==> src/hdl/whp_pkg.sv <==
// ----------------------------------------------------------------------------
// whp_pkg: shared types and constants of the WAV header parser
// Header phases, queue commands, result layout and marker words.
// ----------------------------------------------------------------------------
`timescale 1ns / 1ps

package whp_pkg;

  localparam int QUEUE_DEPTH = 4;
  localparam int QPTR_W      = 2;
  localparam int QCNT_W      = 3;
  localparam int DIV_W       = 35;
  localparam logic [5:0] DIV_STEPS = 6'd35;

  localparam logic [31:0] MARK_RIFF = 32'h4646_4952;  // "RIFF", little endian
  localparam logic [31:0] MARK_WAVE = 32'h4556_4157;  // "WAVE"
  localparam logic [31:0] MARK_FMT  = 32'h2074_6D66;  // "fmt "
  localparam logic [31:0] MARK_DATA = 32'h6174_6164;  // "data"
  localparam logic [15:0] FMT_PCM      = 16'd1;
  localparam logic [31:0] FMT_BASE_LEN = 32'd16;

  typedef enum logic [15:0] {
    PH_RIFF    = 16'h0001,
    PH_FSIZE   = 16'h0002,
    PH_WAVE    = 16'h0004,
    PH_FMT     = 16'h0008,
    PH_FMTLEN  = 16'h0010,
    PH_FTYPE   = 16'h0020,
    PH_CHAN    = 16'h0040,
    PH_RATE    = 16'h0080,
    PH_BRATE   = 16'h0100,
    PH_ALIGN   = 16'h0200,
    PH_BITS    = 16'h0400,
    PH_SKIP    = 16'h0800,
    PH_DMARK   = 16'h1000,
    PH_DSIZE   = 16'h2000,
    PH_PAYLOAD = 16'h4000,
    PH_HALT    = 16'h8000
  } phase_t;

  typedef enum logic [1:0] {
    KIND_META = 2'd0,
    KIND_DATA = 2'd1,
    KIND_ERR  = 2'd2,
    KIND_DONE = 2'd3
  } kind_t;

  typedef enum logic [2:0] {
    ERR_RIFF = 3'd0,
    ERR_WAVE = 3'd1,
    ERR_FMT  = 3'd2,
    ERR_PCM  = 3'd3,
    ERR_DATA = 3'd4,
    ERR_ZERO = 3'd5
  } err_t;

  typedef enum logic [1:0] {
    CMD_META = 2'd0,
    CMD_DATA = 2'd1,
    CMD_ERR  = 2'd2
  } cmd_op_t;

  // One queue entry: value is the payload byte or the error code
  typedef struct packed {
    cmd_op_t     op;
    logic [7:0]  value;
    logic        done;
    logic [31:0] size;
  } cmd_t;

  // Format fields held by the front, stable once the data size is in
  typedef struct packed {
    logic [15:0] channels;
    logic [31:0] rate;
    logic [15:0] bits;
  } hdr_t;

  typedef struct packed {
    kind_t       kind;
    logic [7:0]  data_byte;
    logic [15:0] channel_count;
    logic [31:0] sample_rate;
    logic [15:0] sample_bits;
    logic [34:0] frame_count;
    err_t        error_code;
    logic        last;
  } res_t;

  // Bytes in each header field
  function automatic logic [2:0] field_len(phase_t ph);
    logic [2:0] n;
    case (ph)
      PH_FTYPE, PH_CHAN, PH_ALIGN, PH_BITS: n = 3'd2;
      PH_SKIP, PH_PAYLOAD, PH_HALT:         n = 3'd0;
      default:                              n = 3'd4;
    endcase
    return n;
  endfunction

  function automatic res_t make_res(kind_t k, logic [7:0] b, err_t code, logic lst);
    res_t r;
    r = '0;
    r.kind       = k;
    r.data_byte  = b;
    r.error_code = code;
    r.last       = lst;
    return r;
  endfunction

endpackage

==> src/hdl/whp_front.sv <==
// ----------------------------------------------------------------------------
// whp_front: header walker
// Accepts file bytes, checks markers, gathers format fields and queues
// metadata, payload and error commands for the back end.
// ----------------------------------------------------------------------------
`timescale 1ns / 1ps

module whp_front (
  input  logic            clk,
  input  logic            rst,
  input  logic            in_valid,
  output logic            in_ready,
  input  logic [7:0]      in_byte,
  output logic            push,
  output whp_pkg::cmd_t   push_cmd,
  input  logic            q_full,
  output whp_pkg::hdr_t   hdr
);

  whp_pkg::phase_t phase, phase_next;
  logic [1:0]  byte_index, byte_index_next;
  logic [31:0] field_shift, field_shift_next;
  logic [15:0] channels_held, channels_held_next;
  logic [31:0] rate_held, rate_held_next;
  logic [15:0] bits_held, bits_held_next;
  logic [31:0] fmt_length, fmt_length_next;
  logic [31:0] skip_left, skip_left_next;
  logic [31:0] data_left, data_left_next;
  logic        accept;
  logic [31:0] word;

  assign in_ready = !q_full;
  assign accept   = in_valid && in_ready;
  assign word     = {in_byte, field_shift[31:8]};

  assign hdr.channels = channels_held;
  assign hdr.rate     = rate_held;
  assign hdr.bits     = bits_held;

  always_comb begin
    phase_next         = phase;
    byte_index_next    = byte_index;
    field_shift_next   = field_shift;
    channels_held_next = channels_held;
    rate_held_next     = rate_held;
    bits_held_next     = bits_held;
    fmt_length_next    = fmt_length;
    skip_left_next     = skip_left;
    data_left_next     = data_left;
    push               = 1'b0;
    push_cmd           = '0;
    if (accept) begin
      case (phase)
        whp_pkg::PH_HALT: begin
        end
        whp_pkg::PH_SKIP: begin
          skip_left_next = skip_left - 32'd1;
          if (skip_left == 32'd1) begin
            phase_next      = whp_pkg::PH_DMARK;
            byte_index_next = 2'd0;
          end
        end
        whp_pkg::PH_PAYLOAD: begin
          push           = 1'b1;
          push_cmd.op    = whp_pkg::CMD_DATA;
          push_cmd.value = in_byte;
          push_cmd.done  = (data_left == 32'd1);
          data_left_next = data_left - 32'd1;
          if (data_left == 32'd1) begin
            phase_next = whp_pkg::PH_HALT;
          end
        end
        default: begin
          field_shift_next = word;
          if ({1'b0, byte_index} + 3'd1 < whp_pkg::field_len(phase)) begin
            byte_index_next = byte_index + 2'd1;
          end else begin
            byte_index_next = 2'd0;
            // field complete: judge it and move on
            case (phase)
              whp_pkg::PH_RIFF: begin
                if (word != whp_pkg::MARK_RIFF) begin
                  push           = 1'b1;
                  push_cmd.op    = whp_pkg::CMD_ERR;
                  push_cmd.value = {5'd0, whp_pkg::ERR_RIFF};
                  phase_next     = whp_pkg::PH_HALT;
                end else begin
                  phase_next = whp_pkg::PH_FSIZE;
                end
              end
              whp_pkg::PH_FSIZE: phase_next = whp_pkg::PH_WAVE;
              whp_pkg::PH_WAVE: begin
                if (word != whp_pkg::MARK_WAVE) begin
                  push           = 1'b1;
                  push_cmd.op    = whp_pkg::CMD_ERR;
                  push_cmd.value = {5'd0, whp_pkg::ERR_WAVE};
                  phase_next     = whp_pkg::PH_HALT;
                end else begin
                  phase_next = whp_pkg::PH_FMT;
                end
              end
              whp_pkg::PH_FMT: begin
                if (word != whp_pkg::MARK_FMT) begin
                  push           = 1'b1;
                  push_cmd.op    = whp_pkg::CMD_ERR;
                  push_cmd.value = {5'd0, whp_pkg::ERR_FMT};
                  phase_next     = whp_pkg::PH_HALT;
                end else begin
                  phase_next = whp_pkg::PH_FMTLEN;
                end
              end
              whp_pkg::PH_FMTLEN: begin
                fmt_length_next = word;
                phase_next      = whp_pkg::PH_FTYPE;
              end
              whp_pkg::PH_FTYPE: begin
                if (word[31:16] != whp_pkg::FMT_PCM) begin
                  push           = 1'b1;
                  push_cmd.op    = whp_pkg::CMD_ERR;
                  push_cmd.value = {5'd0, whp_pkg::ERR_PCM};
                  phase_next     = whp_pkg::PH_HALT;
                end else begin
                  phase_next = whp_pkg::PH_CHAN;
                end
              end
              whp_pkg::PH_CHAN: begin
                channels_held_next = word[31:16];
                phase_next         = whp_pkg::PH_RATE;
              end
              whp_pkg::PH_RATE: begin
                rate_held_next = word;
                phase_next     = whp_pkg::PH_BRATE;
              end
              whp_pkg::PH_BRATE: phase_next = whp_pkg::PH_ALIGN;
              whp_pkg::PH_ALIGN: phase_next = whp_pkg::PH_BITS;
              whp_pkg::PH_BITS: begin
                bits_held_next = word[31:16];
                if (fmt_length > whp_pkg::FMT_BASE_LEN) begin
                  skip_left_next = fmt_length - whp_pkg::FMT_BASE_LEN;
                  phase_next     = whp_pkg::PH_SKIP;
                end else begin
                  skip_left_next = 32'd0;
                  phase_next     = whp_pkg::PH_DMARK;
                end
              end
              whp_pkg::PH_DMARK: begin
                if (word != whp_pkg::MARK_DATA) begin
                  push           = 1'b1;
                  push_cmd.op    = whp_pkg::CMD_ERR;
                  push_cmd.value = {5'd0, whp_pkg::ERR_DATA};
                  phase_next     = whp_pkg::PH_HALT;
                end else begin
                  phase_next = whp_pkg::PH_DSIZE;
                end
              end
              whp_pkg::PH_DSIZE: begin
                data_left_next = word;
                push           = 1'b1;
                if (channels_held == 16'd0 || bits_held == 16'd0) begin
                  push_cmd.op    = whp_pkg::CMD_ERR;
                  push_cmd.value = {5'd0, whp_pkg::ERR_ZERO};
                  phase_next     = whp_pkg::PH_HALT;
                end else begin
                  push_cmd.op   = whp_pkg::CMD_META;
                  push_cmd.size = word;
                  push_cmd.done = (word == 32'd0);
                  phase_next    = (word == 32'd0) ? whp_pkg::PH_HALT : whp_pkg::PH_PAYLOAD;
                end
              end
              default: phase_next = whp_pkg::PH_HALT;
            endcase
          end
        end
      endcase
    end
  end

  always_ff @(posedge clk) begin
    if (rst) begin
      phase         <= whp_pkg::PH_RIFF;
      byte_index    <= 2'd0;
      field_shift   <= 32'd0;
      channels_held <= 16'd0;
      rate_held     <= 32'd0;
      bits_held     <= 16'd0;
      fmt_length    <= 32'd0;
      skip_left     <= 32'd0;
      data_left     <= 32'd0;
    end else begin
      phase         <= phase_next;
      byte_index    <= byte_index_next;
      field_shift   <= field_shift_next;
      channels_held <= channels_held_next;
      rate_held     <= rate_held_next;
      bits_held     <= bits_held_next;
      fmt_length    <= fmt_length_next;
      skip_left     <= skip_left_next;
      data_left     <= data_left_next;
    end
  end

endmodule

==> src/hdl/whp_queue.sv <==
// ----------------------------------------------------------------------------
// whp_queue: command queue between header walker and result engine
// Small ring buffer; one push per cycle unless full, one pop unless empty.
// ----------------------------------------------------------------------------
`timescale 1ns / 1ps

module whp_queue (
  input  logic                  clk,
  input  logic                  rst,
  input  logic                  push,
  input  whp_pkg::cmd_t         push_cmd,
  output logic                  full,
  input  logic                  pop,
  output logic                  empty,
  output whp_pkg::cmd_t         head
);

  whp_pkg::cmd_t mem [whp_pkg::QUEUE_DEPTH];
  logic [whp_pkg::QPTR_W-1:0] wr_ptr, rd_ptr;
  logic [whp_pkg::QCNT_W-1:0] count;
  logic do_push, do_pop;

  assign full    = (count == whp_pkg::QCNT_W'(whp_pkg::QUEUE_DEPTH));
  assign empty   = (count == '0);
  assign do_push = push && !full;
  assign do_pop  = pop && !empty;
  assign head    = mem[rd_ptr];

  always_ff @(posedge clk) begin
    if (do_push) begin
      mem[wr_ptr] <= push_cmd;
    end
  end

  always_ff @(posedge clk) begin
    if (rst) begin
      wr_ptr <= '0;
      rd_ptr <= '0;
      count  <= '0;
    end else begin
      if (do_push) wr_ptr <= wr_ptr + 1'b1;
      if (do_pop)  rd_ptr <= rd_ptr + 1'b1;
      case ({do_push, do_pop})
        2'b10:   count <= count + 1'b1;
        2'b01:   count <= count - 1'b1;
        default: count <= count;
      endcase
    end
  end

endmodule

==> src/hdl/whp_back.sv <==
// ----------------------------------------------------------------------------
// whp_back: result engine
// Drains the command queue into the output register; runs the frame count
// through a shared bit-serial divider, one quotient bit per cycle.
// ----------------------------------------------------------------------------
`timescale 1ns / 1ps

module whp_back (
  input  logic            clk,
  input  logic            rst,
  input  logic            q_empty,
  input  whp_pkg::cmd_t   q_head,
  output logic            q_pop,
  input  whp_pkg::hdr_t   hdr,
  output logic            out_valid,
  input  logic            out_ready,
  output whp_pkg::res_t   out_res
);

  typedef enum logic [4:0] {
    B_IDLE = 5'b00001,
    B_DIV1 = 5'b00010,
    B_DIV2 = 5'b00100,
    B_META = 5'b01000,
    B_DONE = 5'b10000
  } bstate_t;

  bstate_t state;
  logic                      done_pend;
  logic [whp_pkg::DIV_W-1:0] dvd;
  logic [15:0]               rem;
  logic [5:0]                count;
  logic                      out_free;
  logic [16:0]               rem_sh, divisor, rem_sub;
  logic                      ge;
  logic [15:0]               rem_new;
  logic                      last_step;
  logic                      load;
  whp_pkg::res_t             meta_res;

  assign out_free  = !out_valid || out_ready;
  assign q_pop     = (state == B_IDLE) && !q_empty && out_free;
  assign last_step = (count == whp_pkg::DIV_STEPS - 6'd1);

  // a new item enters the output register this cycle
  assign load = (q_pop && (q_head.op inside {whp_pkg::CMD_DATA, whp_pkg::CMD_ERR}))
             || ((state == B_META || state == B_DONE) && out_free);

  // restoring division step
  always_comb begin
    rem_sh  = {rem, dvd[whp_pkg::DIV_W-1]};
    divisor = (state == B_DIV1) ? {1'b0, hdr.channels} : {1'b0, hdr.bits};
    ge      = (rem_sh >= divisor);
    rem_sub = rem_sh - divisor;
    rem_new = ge ? rem_sub[15:0] : rem_sh[15:0];
  end

  always_comb begin
    meta_res               = '0;
    meta_res.kind          = whp_pkg::KIND_META;
    meta_res.channel_count = hdr.channels;
    meta_res.sample_rate   = hdr.rate;
    meta_res.sample_bits   = hdr.bits;
    meta_res.frame_count   = dvd;
    meta_res.error_code    = whp_pkg::ERR_RIFF;
    meta_res.last          = !done_pend;
  end

  always_ff @(posedge clk) begin
    if (rst) begin
      state     <= B_IDLE;
      out_valid <= 1'b0;
      done_pend <= 1'b0;
      count     <= 6'd0;
    end else begin
      if (load) begin
        out_valid <= 1'b1;
      end else if (out_ready) begin
        out_valid <= 1'b0;
      end
      case (state)
        B_IDLE: begin
          if (q_pop) begin
            case (q_head.op)
              whp_pkg::CMD_DATA: begin
                out_res <= whp_pkg::make_res(whp_pkg::KIND_DATA, q_head.value,
                                             whp_pkg::ERR_RIFF, !q_head.done);
                if (q_head.done) state <= B_DONE;
              end
              whp_pkg::CMD_ERR: begin
                out_res <= whp_pkg::make_res(whp_pkg::KIND_ERR, 8'd0,
                                             whp_pkg::err_t'(q_head.value[2:0]), 1'b1);
              end
              whp_pkg::CMD_META: begin
                dvd       <= {3'b000, q_head.size};
                rem       <= 16'd0;
                count     <= 6'd0;
                done_pend <= q_head.done;
                state     <= B_DIV1;
              end
              default: begin
              end
            endcase
          end
        end
        B_DIV1: begin
          if (last_step) begin
            // size / channels, times eight, is the second dividend
            dvd   <= {dvd[30:0], ge, 3'b000};
            rem   <= 16'd0;
            count <= 6'd0;
            state <= B_DIV2;
          end else begin
            rem   <= rem_new;
            count <= count + 6'd1;
            dvd   <= {dvd[whp_pkg::DIV_W-2:0], ge};
          end
        end
        B_DIV2: begin
          rem   <= rem_new;
          count <= count + 6'd1;
          dvd   <= {dvd[whp_pkg::DIV_W-2:0], ge};
          if (last_step) state <= B_META;
        end
        B_META: begin
          if (out_free) begin
            out_res <= meta_res;
            state   <= done_pend ? B_DONE : B_IDLE;
          end
        end
        B_DONE: begin
          if (out_free) begin
            out_res <= whp_pkg::make_res(whp_pkg::KIND_DONE, 8'd0,
                                         whp_pkg::ERR_RIFF, 1'b1);
            state   <= B_IDLE;
          end
        end
        default: state <= B_IDLE;
      endcase
    end
  end

endmodule

==> src/hdl/wav_header_parser_top.sv <==
// ----------------------------------------------------------------------------
// wav_header_parser_top: RIFF/WAVE PCM header parser
// Walks a WAV file byte by byte, reports the format once, then forwards
// the audio payload and a closing done item; a bad header ends in an error item.
// ----------------------------------------------------------------------------
//
//  channel | dir | tdata                                   | tuser     | tlast
//  --------+-----+-----------------------------------------+-----------+------
//  s_axis  | in  | file byte [7:0]                         | -         | -
//  m_axis  | out | byte, channels, rate, bits, frames, err | kind[1:0] | last
//
//  Header and payload bytes are taken one per cycle while the command queue
//  has room. The frame count holds the result engine from dequeue to the
//  metadata item (the load, two 35-step divisions through one bit-serial
//  divider, then the format step), once per file; the four-entry queue
//  lets the walker run up to four commands ahead meanwhile. Each payload
//  byte then leaves one per cycle while m_tready is high. Reset is synchronous;
//  there is no clearing pass. A stalled m_tready backs up the queue, then s_tready.
//
`timescale 1ns / 1ps

module wav_header_parser_top (
  input  logic          clk,
  input  logic          rst,
  input  logic          s_tvalid,
  output logic          s_tready,
  input  logic [7:0]    s_tdata,   // [7:0] in_byte
  output logic          m_tvalid,
  input  logic          m_tready,
  output logic [111:0]  m_tdata,   // [7:0] data_byte, [23:8] channel_count,
                                   // [55:24] sample_rate, [71:56] sample_bits,
                                   // [106:72] frame_count, [109:107] error_code,
                                   // [111:110] zero
  output logic [1:0]    m_tuser,   // [1:0] kind
  output logic          m_tlast
);

  logic           push, q_full, q_empty, q_pop;
  whp_pkg::cmd_t  push_cmd, q_head;
  whp_pkg::hdr_t  hdr;
  whp_pkg::res_t  res;

  // front: classify bytes and queue commands
  whp_front u_front (
    .clk      (clk),
    .rst      (rst),
    .in_valid (s_tvalid),
    .in_ready (s_tready),
    .in_byte  (s_tdata),
    .push     (push),
    .push_cmd (push_cmd),
    .q_full   (q_full),
    .hdr      (hdr)
  );

  // decouple walker from result engine
  whp_queue u_queue (
    .clk      (clk),
    .rst      (rst),
    .push     (push),
    .push_cmd (push_cmd),
    .full     (q_full),
    .pop      (q_pop),
    .empty    (q_empty),
    .head     (q_head)
  );

  // back: divide, format and hold the result
  whp_back u_back (
    .clk       (clk),
    .rst       (rst),
    .q_empty   (q_empty),
    .q_head    (q_head),
    .q_pop     (q_pop),
    .hdr       (hdr),
    .out_valid (m_tvalid),
    .out_ready (m_tready),
    .out_res   (res)
  );

  // pack result, lowest field first
  assign m_tdata = {2'b00, res.error_code, res.frame_count, res.sample_bits,
                    res.sample_rate, res.channel_count, res.data_byte};
  assign m_tuser = res.kind;
  assign m_tlast = res.last;

endmodule

==> config.mk <==
export PLATFORM = sky130hd
export DESIGN_NAME = wav_header_parser_top
export DESIGN_NICKNAME = d
export VERILOG_FILES = /design/src/hdl/whp_pkg.sv /design/src/hdl/whp_front.sv /design/src/hdl/whp_queue.sv /design/src/hdl/whp_back.sv /design/src/hdl/wav_header_parser_top.sv
export SDC_FILE = /design/constraint.sdc
export NUM_CORES = 1
export LEC_CHECK = 0
export ABC_AREA = 1
export BUFFER_PORTS_ARGS = -buffer_cell sky130_fd_sc_hd__buf_2
export CAP_MARGIN = 20
export CELL_PAD_IN_SITES_DETAIL_PLACEMENT = 0
export CELL_PAD_IN_SITES_GLOBAL_PLACEMENT = 2
export CORE_MARGIN = 2
export CORE_UTILIZATION = 34
export DETAILED_ROUTE_END_ITERATION = 12
export PLACE_DENSITY = 0.84
export RECOVER_POWER = 100
export SETUP_SLACK_MARGIN = 0.15
export SLEW_MARGIN = 20
export SYNTH_ARGS = -nofsm -noshare
export SYNTH_HDL_FRONTEND = slang
export SYNTH_HIERARCHICAL = 1
export SYNTH_SLANG_ARGS = --single-unit
export TNS_END_PERCENT = 5
==> constraint.sdc <==
create_clock -name clk -period 6.85 [get_ports clk]
set_clock_uncertainty 0.1 [all_clocks]
set_input_delay 0.3425 -clock clk [delete_from_list [all_inputs] [get_ports clk]]
set_output_delay 0.3425 -clock clk [all_outputs]
set_load 0.05 [all_outputs]
* Word level (Yosys, flattened, before mapping)
Memory sizes are Yosys's and may differ from the RTL's. A register that Yosys moved wholly into a read port is not among the register bits. Cells that the tools add are included. W data, S select, Z words.
Word-level totals: memories kept 1, bits in writable memories 172, ROM bits 0, flip-flop bits (word level) 394, input port bits 12, latch bits 0
Memories:
- u_queue.mem | words 4, bits a word 43, rd ports 1, clocked after Yosys merged registers in 1, write ports 1, line whp_queue.sv:18 | whp_pkg::cmd_t mem [whp_pkg::QUEUE_DEPTH];
Operators by class: reduce and logical (&&, ||, !) cells 46, bitwise operators 6, mux-type cells 84, multiply operators 0, shift operators 0, equal/unequal tests 48, $lt $le $gt $ge 3, divide/modulo/power cells 0, $add $sub $neg 11
Operators with widths (count):
- $mux W113 | 3
- $pmux W113 S3 | 1
- $mux W16 | 15
- $pmux W113 S2 | 1
- $pmux W16 S13 | 1
- $mux W32 | 6
- $pmux W32 S2 | 2
- $mux W35 | 3
- $pmux W35 S3 | 1
- $ne A32 B31 Y1 const B | 3
- $pmux W16 S3 | 2
- $mux W43 | 2
- $mux W33 | 2
- $eq A32 B1 Y1 const B | 2
- $sub A32 B1 Y32 const B | 2
- $pmux W10 S6 | 1
- $mux W10 | 5
- $mux W5 | 7
- $gt A32 B5 Y1 const B | 1
- $logic_not A16 Y1 | 2
- $logic_not A32 Y1 | 1
- $ne A32 B30 Y1 const B | 1
- $sub A32 B5 Y32 const B | 1
- $reduce_and A4 Y1 | 7
- other kinds (67) | 126

* Longest topological paths before layout
word-level depth 12, depth in mapped cells 24, gate-level depth less buffers 23

* Hierarchy
The synthesis kept the hierarchy.
Modules (own cells, without submodules):
- whp_front | area each 11927.7 µm², times used 1, cells an instance 1937, sequential area each 4043.9 µm²
- whp_back | area each 8618.3 µm², times used 1, cells an instance 889, sequential area each 5185.0 µm²
- whp_queue | area each 6839.1 µm², times used 1, cells an instance 485, sequential area each 5345.1 µm²
- wav_header_parser_top | area each 18.8 µm², times used 1, cells an instance 3, sequential area each 0.0 µm²

* Worst setup path before layout
No wires, ideal clock.
kind reg-to-reg, start point register (tool-made name), end point register u_back/out_res[0] (netlist name) (enable), buffers on the path 1, setup slack -0.626 ns, stages on the path, launching flop included 8, arrival time 6.754 ns, cells stage by stage dfxtp_1 > clkbuf_1 > o21ai_0 > o22ai_1 > inv_1 > ha_1 > nand2_1 > a21oi_1
RTL lines:
- to (signal assigned) | line whp_back.sv:86 | out_res <= whp_pkg::make_res(whp_pkg::KIND_DATA, q_head.value,
- to (signal assigned) | line whp_back.sv:91 | out_res <= whp_pkg::make_res(whp_pkg::KIND_ERR, 8'd0,
- to (signal assigned) | line whp_back.sv:127 | out_res <= meta_res;
- to (decl) | line whp_back.sv:17 | output whp_pkg::res_t out_res

==> impl_metrics.env <==
export IMPL_pin_count=129
export IMPL_io_buffers=126
export IMPL_critical_path_top_delay_family="compound AO/OA/AOI/OAI gates"
export IMPL_crit_fanout=92
export IMPL_root_buffer="clkbuf_16"
export IMPL_cts_hold_buf=1
export IMPL_drt_wl_total_mm=80.24
export IMPL_vias=22090
export IMPL_synth_seq_cells=560
export IMPL_wl_per_cell_um=17.83
export IMPL_critical_path_buf_inv_count=4
export IMPL_synth_seq_area_share_pct=53.18
export IMPL_max_freq_mhz=186.0
export IMPL_post_dp_hpwl_mm=54.99
export IMPL_required_ns=6.98
export IMPL_drt_iter0_drc=1511
export IMPL_syn_avg_cell_area_um2=8.269
export IMPL_place_congestion=0.8738
export IMPL_syn_inst=3314
export IMPL_die_w_um=287.9
export IMPL_hp_start="s_tdata[1]"
export IMPL_cts_sink_count=560
export IMPL_synth_distinct_cells=51
export IMPL_post_cts_buffers=0
export IMPL_relSlewSlack_pct=-112.4
export IMPL_yosys_area_top_type="edfxtp_1"
export IMPL_whs_ns=0.08472
export IMPL_grt_max_degree=94
export IMPL_finalCriticalPeriod_ns=5.378
export IMPL_yosysWarnings=6
export IMPL_cpMostUsedCell="inv_1"
export IMPL_cts_tree="done"
export IMPL_cts_htree_levels=3
export IMPL_hp_class="primary input to flop"
export IMPL_fin_cells=4501
export IMPL_maxCapViolCount=5
export IMPL_rsz0062_at_grt="false"
export IMPL_placedCellCount=4380
export IMPL_overflow=0
export IMPL_crit_path_end_kind="flop"
export IMPL_netlist_area_um2=27400
export IMPL_initial_core_util_pct=34.19
export IMPL_grt_total_usage_pct=19.17
export IMPL_cts_resized=0
export IMPL_insertion_delay_ns=0.60
export IMPL_drive_above_1_share_pct=4.969
export IMPL_clkTransAtPathRegs_ns=0.06
export IMPL_ir_drop_mv=0.1462
export IMPL_reg2reg_slack_ns=1.47
export IMPL_start_kind="flop"
export IMPL_final_net_count=3438
export IMPL_grt_pass1_wl_mm=124.0
export IMPL_rows=104
export IMPL_coreArea_um2=80160
export IMPL_yosys_area_top_type_share_pct=36.82
export IMPL_status="complete, but fails checks"
export IMPL_n_antenna_cell=0
export IMPL_crit_type="flop to flop"
export IMPL_worst_slew_pin_slew_ns=3.186
export IMPL_max_stage_delay_ns=1.61
export IMPL_synth_area_leaders="edfxtp_1 37%, dfxtp_1 16%, nor2_1 8.8%, nand2_1 7.5%, o21ai_0 5.4%"
export IMPL_setup_viol=0
export IMPL_ys_flop_type="edfxtp_1"
export IMPL_fp_dieArea_um2=82890
export IMPL_p_per_area_nw_per_um2=250.6
export IMPL_power_leakage_nw=12.09
export IMPL_antenna_found_initial=2
export IMPL_chipHeight_um=287.9
export IMPL_grt_pass1_vias=21210
export IMPL_cts_path_max_buffers=3
export IMPL_drc_errors=0
export IMPL_violations="max-capacitance violations, max-slew violations"
export IMPL_fin_setup_tns_ns=0
export IMPL_maxSlewViolCount=223
export IMPL_vias_per_cell=4.907
export IMPL_hold_viol=0
export IMPL_cts_made_buffers=67
export IMPL_synth_edf_count=336
export IMPL_area_growth_pct=12.26
export IMPL_crit_chain="buf_4, inv_1, o21ai_0, o22ai_1, inv_1, ha_1, nand2_1, a21oi_1, buf_12"
export IMPL_dr_pass1_iters=5
export IMPL_synthArstFlopShare_pct=0
export IMPL_ant_nets=0
export IMPL_worstPathArrival_ns=5.51
export IMPL_slowest_stage="a21oi_1"
export IMPL_post_route_period_util_pct=78.51
## registers in the layout, summed over array words and instances, names as in the netlist, 5 cells and up, named ones only
register               count
u_front/fmt_length        32
u_back/dvd                35
u_back/rem                16
u_front/field_shift       24
u_back/count               6
u_back/out_res           113
u_front/phase             16
u_back/state               5
u_front/skip_left         32
u_front/rate_held         32
u_front/bits_held         16
u_front/channels_held     16
u_front/data_left         32
u_queue/mem              172
## cell families (layout without fill, tap and decap cells)
| logic type | Yosys count | in the layout | share of synthesized area, % |
|---|---|---|---|
| and+or+nand+nor | 1519 | 1519 | 23.37 |
| AOI/OAI and AO/OA | 604 | 604 | 11.84 |
| other | 1 | 2 | 0.01368 |
| adders and majority gates | 36 | 36 | 1.698 |
| xor gates and xnor gates | 58 | 58 | 1.854 |
| DFF | 560 | 560 | 53.18 |
| buffers and inverters | 536 | 662 | 8.036 |
## worst min-delay path, stage by stage
cell and delay [ns]:
buf_2 0.21, o21ai_0 0.12, nor2_1 0.08
## final timing paths
path / end / cells after the start
setup / recovery: u_back/out_res[55]$_DFFE_PP_ / 9
hold / removal: u_front/channels_held[9]$_SDFFE_PP0P_ / 3
setup reg to reg: u_back/out_res[55]$_DFFE_PP_ / 9
hold reg to reg: u_front/bits_held[7]$_SDFFE_PP0P_ / 2
## stage by stage
step / power, mW / cell area, um^2 / setup WS, ns / util, %
finish: 7.711 / 30760 / 1.472 / 38.38
global route: 7.992 / 30760 / 1.010 / 38.38
CTS: 7.831 / 31050 / 2.302 / 38.74
detailed placement: 4.322 / 28890 / 2.315 / 36.05
global placement: 4.322 / 28890 / 2.405 / 36.05
floorplan: 4.148 / 27410 / 1.647 / -
## Yosys cell counts (all sizes together) (6+ instances only)
cell type	n
a21oi	189
buf	76
clkbuf	71
dfxtp	224
edfxtp	336
ha	34
inv	388
nand2	559
nand3	147
nand3b	15
nand4	47
nor2	665
nor3	65
nor4	7
o21ai	322
o221ai	29
o22ai	50
xnor2	6
xor2	52
## cells in the final DEF, fill, tap and decap left out, drive strengths merged, types with 7 or more instances in the layout
cell type	n
edfxtp	336
nand2	559
nand3	147
xor2	52
nor4	7
nor3	65
inv	393
ha	34
o221ai	29
buf	30
clkinv	22
nor2	665
clkbuf	211
o22ai	50
nand4	47
nand3b	15
o21ai	322
dfxtp	224
a21oi	189
## routing by layer
layer / GRT usage, % / share of wire [%] / wire [um]
met1: 26.80 / 47 / 37970
met3: 2.448 / 4.2 / 3364
met2: 31.38 / 46 / 37300
met4: 4.858 / 2.0 / 1610
met5: 0 / 0 / 0
## power by group
group          total (mW)  switching [mW]  internal, mW
clock network        3.48            1.43          2.06
registers            3.69          0.0586          3.63
logic               0.536           0.443        0.0931
## cell type report
cell class              instances  area [um^2]
clock buffers                  89         1841
inverters                     389         1465
multi-input cells            2219        10570
repair buffers                153        680.7
clock inverters                31        307.8
flip-flops and latches        560        14580
fillers                      8419        49390
well taps                    1060         1326
Note: power is estimated with default switching activity, not from simulation.
